### src/hdl/owf_pkg.sv
// Types and constants of the overlapping window framer.
// Used by the front, back, top level and checker.
package owf_pkg;

  localparam int ACTION_W   = 3;
  localparam int SAMPLE_W   = 16;
  localparam int WL_W       = 12;
  localparam int OL_W       = 11;
  localparam int LIMIT_W    = 15;
  localparam int COUNT_W    = 15;
  localparam int CFG_IDX_W  = 2;
  localparam int CFG_DATA_W = 15;

  localparam logic [WL_W-1:0]    WINDOW_RESET  = 12'd480;
  localparam logic [OL_W-1:0]    OVERLAP_RESET = 11'd160;
  localparam logic [LIMIT_W-1:0] LIMIT_RESET   = 15'd16384;

  typedef enum logic [ACTION_W-1:0] {
    ACT_PUSH   = 3'd0,
    ACT_FINISH = 3'd1,
    ACT_CANCEL = 3'd2,
    ACT_CLEAR  = 3'd3,
    ACT_PULL   = 3'd4,
    ACT_QUERY  = 3'd5
  } action_t;

  typedef enum logic [2:0] {
    ST_OK        = 3'd0,
    ST_REFUSED   = 3'd1,
    ST_CANCELLED = 3'd2,
    ST_FINISHED  = 3'd3,
    ST_END       = 3'd4,
    ST_NOT_READY = 3'd5
  } status_t;

  typedef enum logic [CFG_IDX_W-1:0] {
    CFG_WINDOW  = 2'd0,
    CFG_OVERLAP = 2'd1,
    CFG_LIMIT   = 2'd2
  } cfg_reg_t;

  typedef struct packed {
    logic [ACTION_W-1:0]        action;
    logic signed [SAMPLE_W-1:0] sample_in;
  } item_t;

  typedef struct packed {
    status_t                    status;
    logic signed [SAMPLE_W-1:0] sample_out;
    logic                       window_first;
    logic                       window_last;
    logic                       ready_to_pull;
    logic                       is_finished;
    logic                       is_drained;
    logic                       is_cancelled;
    logic [COUNT_W-1:0]         pending_count;
  } result_t;

  typedef struct packed {
    action_t                    op;
    logic signed [SAMPLE_W-1:0] sample;
  } work_t;

endpackage

### src/hdl/owf_front.sv
// Front of the framer: accepts transactions, classifies the action and
// queues the work for the back. Depends on owf_pkg.
module owf_front
  import owf_pkg::*;
(
  input  logic  clk,
  input  logic  rst,
  input  logic  item_valid,
  output logic  item_ready,
  input  item_t item,
  input  logic  pop,
  output logic  work_valid,
  output work_t work
);

  localparam int QD  = 4;
  localparam int QAW = $clog2(QD);

  work_t          slots [QD];
  logic [QAW-1:0] wr_ptr;
  logic [QAW-1:0] rd_ptr;
  logic [QAW:0]   fill;
  logic [QAW:0]   fill_next;
  action_t        op_class;
  logic           push;

  // Map unknown codes to a status query
  always_comb begin
    case (item.action)
      ACT_PUSH, ACT_FINISH, ACT_CANCEL, ACT_CLEAR, ACT_PULL: begin
        op_class = action_t'(item.action);
      end
      default: begin
        op_class = ACT_QUERY;
      end
    endcase
  end

  assign item_ready = (fill != (QAW+1)'(QD));
  assign push       = item_valid && item_ready;
  assign work_valid = (fill != '0);
  assign work       = slots[rd_ptr];

  always_comb begin
    fill_next = fill;
    if (push && !pop) begin
      fill_next = fill + 1'b1;
    end else if (pop && !push) begin
      fill_next = fill - 1'b1;
    end
  end

  always_ff @(posedge clk) begin
    if (rst) begin
      wr_ptr <= '0;
      rd_ptr <= '0;
      fill   <= '0;
    end else begin
      if (push) begin
        wr_ptr <= wr_ptr + 1'b1;
      end
      if (pop) begin
        rd_ptr <= rd_ptr + 1'b1;
      end
      fill <= fill_next;
    end
  end

  always_ff @(posedge clk) begin
    if (push) begin
      slots[wr_ptr] <= '{op: op_class, sample: item.sample_in};
    end
  end

endmodule

### config.mk
export PLATFORM = sky130hd
export DESIGN_NAME = owf_front
export DESIGN_NICKNAME = d
export VERILOG_FILES = /design/src/hdl/owf_pkg.sv /design/src/hdl/owf_front.sv
export SDC_FILE = /design/constraint.sdc
export NUM_CORES = 1
export LEC_CHECK = 0
export BUFFER_PORTS_ARGS = -buffer_cell sky130_fd_sc_hd__buf_2
export CORE_MARGIN = 2
export CORE_UTILIZATION = 40
export DETAILED_ROUTE_END_ITERATION = 7
export PLACE_DENSITY_LB_ADDON = 0.08
export SETUP_SLACK_MARGIN = 0.4
export SLEW_MARGIN = 5
export SYNTH_ARGS = -nofsm -noshare
export SYNTH_HDL_FRONTEND = slang
export SYNTH_SLANG_ARGS = --single-unit
export TNS_END_PERCENT = 20
### constraint.sdc
create_clock -name clk -period 2.6 [get_ports clk]
set_input_delay 0.78 -clock clk [delete_from_list [all_inputs] [get_ports clk]]
set_output_delay 0.78 -clock clk [all_outputs]
set_load 0.03 [all_outputs]
==> summary.md, run 1 <==
| Metric | Value |
|---|---|
| Status | `finished clean` |
| Aggregate global-route resource usage | `0.133` |
| DR pass1 iterations | `6` |
| Ys Warns | `0` |
| Critical R2R Capture | `fill[2]$_SDFFE_PP0P_` |
| Reg2Reg Setup Slack | `520 ps` |
| Clock Tree Buf Depth | `2` |
| CORE AREA | `7810 um^2` |
| Buf+Inv Stages, Crit Path | `2` |
| EDFF count, synth | `76` |
| Clk slew on worst S/H paths | `about 80 ps` |
| Max Transition Viols Final | `0` |
| Delay-heaviest family, CP | `multiplexers` |
| Area Overhead vs Synth | `20.6%` |
| Die area | `between 8000 and 9000 um^2` |
| Post-detailed-routing wire length | `about 5.4 mm` |
| Setup crit start kind | `register` |
| I/O pin cnt | `44` |
| Placement Rows | `32` |
| CP Data Required Time | `1820 ps` |
| Unrepaired setup endpoints after global routing | `true` |
| Register area share after synthesis | `0.755` |
| Vias in the first global route | `roughly 1600` |
| Final Hold Fails | `0` |
| Setup CP Type | `register to primary output` |
| Routed vias/inst | `4.91` |
| Placed Area | `3620 um^2` |
| Layout Nets | `235` |
| Critical-path cell list | `buf_12 -> mux4_2 -> buf_6` |
| Total congestion overflow | `0` |
| Synth Net Count | `around 180` |
| Cell taking the most area after synthesis | `edfxtp_1` |
| Cell count along the critical path | `3` |
| Crit path arrival time | `1580 ps` |
| Global-route wire length before repair | `8.34 mm` |
| Cells after Synth | `150` |
| Post-DR wirelength/cell | `17.2 um` |
| Worst setup EP type | `primary output` |
| #FFs+latches synth | `85` |
| Total CTS buffers | `9` |
| Clk_lat worst skew | `340 ps` |
| Gpl congestion | `~0.68` |
| Max rail drop VDD | `~0.32 mV` |
| CTS root buf | `clkbuf_8` |
| Post-DRT Antenna Nets | `0` |
| Share of cells above drive strength 1 | `0.427` |
| CP max stage delay | `~530 ps` |
| Dominant cells by area after synthesis | `edfxtp_1 (70%), mux4_1 (7.3%), mux4_2 (6.9%)` |
| Height of the die | `94.3 um` |
| Iteration-0 DRC count of the detailed router | `96` |
| R2R Path Start | `fill[0]$_SDFFE_PP0P_` |
| Clk pwr share | `0.271` |
| DRC violations left | `0` |
| Critical Path End | `work[14]` |
| Setup TNS Final | `0 ps` |
| Leak | `roughly 1.4 nW` |
| # port buffers | `43` |
| Top cells by count, synth | `edfxtp_1 (76), mux4_2 (10), dfxtp_1 (9), mux4_1 (9), nor2_1 (8)` |
| Slowest CP cell | `mux4_2` |
| Cts-stage hold buffer count | `0` |
| Combinational group share of total power | `0.212` |
| Vias | `1538` |
| Largest net degree at the start of global routing | `20` |
| Max_slew headroom | `0.799` |
| Post-CTS Setup Inserts | `0` |
| Clock skew | `12.1 ps` |
| Final instance area | `roughly 3900 um^2` |
| CTS tree | `built` |
| Worst Hold Class | `register to register` |
| CTS HTree Levels | `3` |
| Minimum clock period after layout | `2360 ps` |
| Ys flop type | `edfxtp_1` |
| Fillers | `662` |
| Internal power | `about 2.4 mW` |
| Initial core utilization | `0.417` |
| Final period util | `0.908` |
| FF-to-FF path depth | `8` |
| CTS sink cnt | `85` |
| Final core occ | `0.504` |
| Post-synthesis async set-or-reset flop share | `0` |
| PwrDens | `834 nW/um^2` |
| Worst Tran Pin Value | `302 ps` |
| Worst Hold Depth | `2` |
| Finish-stage setup viols | `0` |
| Detail Placement HPWL | `3.40 mm` |
| Switch share | `0.272` |
| Post-Syn Area | `3260 um^2` |
| Initial antenna violation count | `0` |
| Synth top area share | `0.700` |
| NetSw | `0.891 mW` |
| Fmax | `0.424 GHz` |
| Sequential share of power | `0.517` |
| Most common cell in the netlist | `edfxtp_1` |
| Maxcap violations | `0` |
| Die span in x | `94.3 um` |
| Diode count | `0` |
| Synth cell types | `25` |
| Critical path peak fanout | `7` |
| Syn Area/Cell | `21.7 um^2` |
[kinds of logic after synthesis]
kind of cell / share of synthesized area
multiplexers: 0.151
adder cells (fa/ha/maj): 0.0253
AND/OR/NAND/NOR: 0.0288
XOR/XNOR: 0.0108
flip-flops: 0.755
buffers and inverters: 0.0196
AO/OA/AOI/OAI: 0.00883
[per-layer routing]
metal,part of all wire,global-route usage
met5,0,0
met3,0.043,0.0305
met1,0.41,0.158
met2,0.53,0.229
met4,0.016,0.0652
[sequential cells by signal, indices dropped and copies added, names as in the netlist, named ones only]
signal,cells
slots,76
rd_ptr,2
fill,3
wr_ptr,2
[layout make-up]
| class | instances | area, um^2 | area share |
|---|---|---|---|
| inverter | 4 | 15.0 | 0.00382 |
| sequential | 85 | 2470 | 0.627 |
| clock buffer | 9 | 124 | 0.0315 |
| multi-input combinational | 55 | 712 | 0.181 |
| timing repair buffer | 51 | 414 | 0.105 |
| tap | 102 | 128 | 0.0325 |
| clock inverter | 7 | 72.6 | 0.0185 |
[how the worst min path moves through the flow]
| stage | startpoint | end | slack [ps] |
|---|---|---|---|
| detailed placement | rd_ptr[0]$_SDFFE_PP0P_ | rd_ptr[0]$_SDFFE_PP0P_ | 530 |
| finish | rd_ptr[1]$_SDFFE_PP0P_ | rd_ptr[1]$_SDFFE_PP0P_ | 550 |
| CTS | rd_ptr[0]$_SDFFE_PP0P_ | rd_ptr[0]$_SDFFE_PP0P_ | 550 |
| global placement | wr_ptr[1]$_SDFFE_PP0P_ | wr_ptr[1]$_SDFFE_PP0P_ | 500 |
| floorplan | wr_ptr[1]$_SDFFE_PP0P_ | wr_ptr[1]$_SDFFE_PP0P_ | 480 |
| global route | wr_ptr[1]$_SDFFE_PP0P_ | wr_ptr[1]$_SDFFE_PP0P_ | 590 |
[through the flow]
stage	worst slack (ps)	power [mW]	hold slack, ps	cells
6_report	239	3.28	551	313
5_1_grt	189	3.43	586	313
4_1_cts	203	3.32	554	313
3_5_place_dp	202	2.34	534	296
3_3_place_gp	288	2.31	496	296
2_1_floorplan	400	2.15	482	150
[layout by cell type (no fill, tap or decap), drive strengths merged]
master,netlist,final
nand2b,2,2
mux2,1,1
clkbuf,2,9
bufinv,0,1
nor2b,1,1
xnor2,1,1
a21o,1,1
and2,4,4
dfxtp,9,9
buf,4,51
o21ai,1,1
clkinvlp,0,1
inv,4,6
mux2i,2,2
a21oi,1,1
fa,1,1
nand2,2,2
edfxtp,76,76
nor2,8,8
mux4,19,19
or3,2,2
ha,5,5
clkinv,0,3
xor2,3,3
a21boi,1,1
[worst reg2reg max path: cells and delay by family, from the launching register on]
kind | cells | cell delay, ps
adder cells (fa/ha/maj) | 2 | 560
XOR/XNOR | 1 | 170
AND/OR/NAND/NOR | 2 | 420
flip-flops | 1 | 430
AO/OA/AOI/OAI | 2 | 370
buffers and inverters | 1 | 60
[power by group through the flow]
stage	combinational, mW	clock [mW]	sequential [mW]
3_3_place_gp	0.602	0	1.71
5_1_grt	0.752	0.965	1.71
4_1_cts	0.703	0.921	1.70
6_report	0.696	0.888	1.70
3_5_place_dp	0.615	0	1.72
2_1_floorplan	0.446	0	1.70
[repair_timing]
action,4_1_cts,5_1_grt
resized for setup,45,5
endpoints found under the setup margin,19,20
cloned,1,0
Note: power is estimated with default switching activity, not from simulation.
==> inputs of run 2 (changes only) <==
--- a/config.mk
+++ b/config.mk
@@ -10,6 +10,7 @@
 export CORE_UTILIZATION = 40
 export DETAILED_ROUTE_END_ITERATION = 7
 export PLACE_DENSITY_LB_ADDON = 0.08
+export RECOVER_POWER = 50
 export SETUP_SLACK_MARGIN = 0.4
 export SLEW_MARGIN = 5
 export SYNTH_ARGS = -nofsm -noshare
==> run 2 against run 1 <==
  * Die area unchanged
  * Utilization decreased by 0.35 points
  * Register-to-register slack about the same
  * Clock skew about the same
  * Flip-flop and latch count unchanged
  * Routed wire length about the same
  * Critical endpoint unchanged
  * Via count increased by 0.13%
  * Hold slack about the same
  * Count of clock-buffer cells in the layout unchanged
  * Cell area decreased by 0.70%
  * Combinational power decreased by 1%
==> summary.md, run 2 (synthesis gave the netlist of run 1 again) <==
| Metric | Value |
|---|---|
| Vias in the first global route | `1630 (unchanged)` |
| Buf+Inv Stages, Crit Path | `2 (unchanged)` |
| Clk_lat worst skew | `340 ps (about the same)` |
| Max Transition Viols Final | `0 (unchanged)` |
| Commonest non-fill, non-tap cell in the layout | `edfxtp_1` |
| Minimum clock period after layout | `2360 ps (-0.954 ps)` |
| Diode count | `0 (unchanged)` |
| Reg2Reg Setup Slack | `520 ps (about the same)` |
| Routed vias/inst | `4.92 (+0.13%)` |
| Clock Tree Buf Depth | `2 (unchanged)` |
| Area Overhead vs Synth | `19.8%` |
| Fmax | `0.424 GHz (about the same)` |
| PwrDens | `839 nW/um^2 (+0.53%)` |
| Layout Nets | `235 (unchanged)` |
| Max_slew headroom | `0.610 (-0.188)` |
| Setup TNS Final | `0 ps (unchanged)` |
| CTS root buf | `clkbuf_8` |
| Total congestion overflow | `0 (unchanged)` |
| Initial core utilization | `0.417 (unchanged)` |
| Fin cells | `313 (unchanged)` |
| Die area | `8890 um^2 (unchanged)` |
| Worst Hold Class | `register to register` |
| Top reg by flops | `slots` |
| # port buffers | `43 (unchanged)` |
| Leak | `1.32 nW (-3.7%)` |
| Setup crit start kind | `register` |
| Aggregate global-route resource usage | `0.133 (unchanged)` |
| Global-route wire length before repair | `8.34 mm (unchanged)` |
| Die span in x | `94.3 um (unchanged)` |
| WHS | `551 ps (-0.00700 ps)` |
| Cts-stage hold buffer count | `0 (unchanged)` |
| Clk slew on worst S/H paths | `80 ps (about the same)` |
| CTS HTree Levels | `3 (unchanged)` |
| Vias | `1540 (+0.13%)` |
| Placement Rows | `32 (unchanged)` |
| Setup CP Type | `register to primary output` |
| Post-detailed-routing wire length | `5.38 mm (about the same)` |
| DRC violations left | `0 (unchanged)` |
| Max reg flops | `76 (unchanged)` |
| Largest net degree at the start of global routing | `20 (unchanged)` |
| Maxcap violations | `0 (unchanged)` |
| CP max stage delay | `530 ps (about the same)` |
| Cell count along the critical path | `3 (unchanged)` |
| Slowest CP cell | `mux4_2` |
| Finish-stage setup viols | `0 (unchanged)` |
| Initial antenna violation count | `0 (unchanged)` |
| Delay-heaviest family, CP | `multiplexers` |
| Worst Tran Pin Value | `585 ps (+283 ps)` |
| I/O pin cnt | `44 (unchanged)` |
| Final Hold Fails | `0 (unchanged)` |
| Iteration-0 DRC count of the detailed router | `106 (+10%)` |
| Total CTS buffers | `9 (unchanged)` |
| Gpl congestion | `0.676 (unchanged)` |
| Height of the die | `94.3 um (unchanged)` |
| Critical path peak fanout | `7 (unchanged)` |
| Share of cells above drive strength 1 | `0.341 (-0.0853)` |
| Placed cells | `296 (unchanged)` |
| Post-DR wirelength/cell | `17.2 um (about the same)` |
| Commonest non-fill, non-tap cells in the layout | `edfxtp_1 (76), mux4_2 (19), clkbuf_1 (18)` |
| Worst setup EP type | `primary output` |
| Detail Placement HPWL | `3.40 mm (unchanged)` |
| CTS tree | `built` |
| Critical-path cell list | `buf_12 -> mux4_2 -> buf_6` |
| Final period util | `0.908 (about the same)` |
| Biggest regs | `slots x76, fill x3` |
| Clock skew | `11.8 ps (-0.315 ps)` |
| CP Data Required Time | `1820 ps (about the same)` |
| FF-to-FF path depth | `8 (unchanged)` |
| Crit path arrival time | `1580 ps (about the same)` |
| Unrepaired setup endpoints after global routing | `true` |
| Status | `finished clean` |
| CTS sink cnt | `85 (unchanged)` |
| Post-DRT Antenna Nets | `0 (unchanged)` |
| Worst Hold Depth | `2 (unchanged)` |
| DR pass1 iterations | `6 (unchanged)` |
| CORE AREA | `7810 um^2 (unchanged)` |
| Max rail drop VDD | `0.315 mV (about the same)` |
## run 2: cell types whose count changed in the layout (fill, tap and decap cells not counted), sizes merged
cell / previous run / this run
buf: 51 / 31
clkbuf: 9 / 29
## run 2: stage by stage
stage	setup WS, ps	area (um^2)	power, mW	util
finish	240	3900	3.27	0.500
global route	189	3900	3.42	0.500
CTS	203	3920	3.32	0.502
detailed placement	202	3620	2.34	0.463
global placement	288	3620	2.31	0.463
floorplan	400	3270	2.15	-
## run 2: final timing paths
path	start	end
worst min register to register	rd_ptr[1]$_SDFFE_PP0P_	rd_ptr[1]$_SDFFE_PP0P_
worst max-delay path	register	work[14]
worst min-delay path	rd_ptr[1]$_SDFFE_PP0P_	rd_ptr[1]$_SDFFE_PP0P_
worst max register to register	fill[0]$_SDFFE_PP0P_	fill[2]$_SDFFE_PP0P_
## run 2: routing by layer
layer / vias up / part of all wire / wire length, um / global-route usage
met2: 44 / 0.53 / 2880 / 0.229
met3: 6 / 0.047 / 254 / 0.0305
li1: 703 / - / - / -
met4: 0 / 0.016 / 87 / 0.0652
met1: 787 / 0.40 / 2160 / 0.158
met5: - / 0 / 0 / 0
## run 2: power breakdown
part	internal (mW)	switching (mW)
Clock	0.447	0.442
Combinational	0.299	0.390
Sequential	1.64	0.0593
## run 2: layout make-up
cell class                      instances  area (um^2)
Multi-Input combinational cell         55          712
Tap cell                              102          128
Inverter                                4         15.0
Fill cell                             667         3900
Sequential cell                        85         2470
Clock inverter                          7         72.6
Clock buffer                            9          124
Timing Repair Buffer                   51          387
## run 2: repair_timing
action	CTS	global route
cloned	1	0
endpoints found under the setup margin	19	20
resized for setup	45	5
buffers inserted	0	0
## run 2: tightest hold or removal path: stages (launching register included)
cell	delay, ps
dfxtp_1	330
xor2_1	60
nor2_1	120
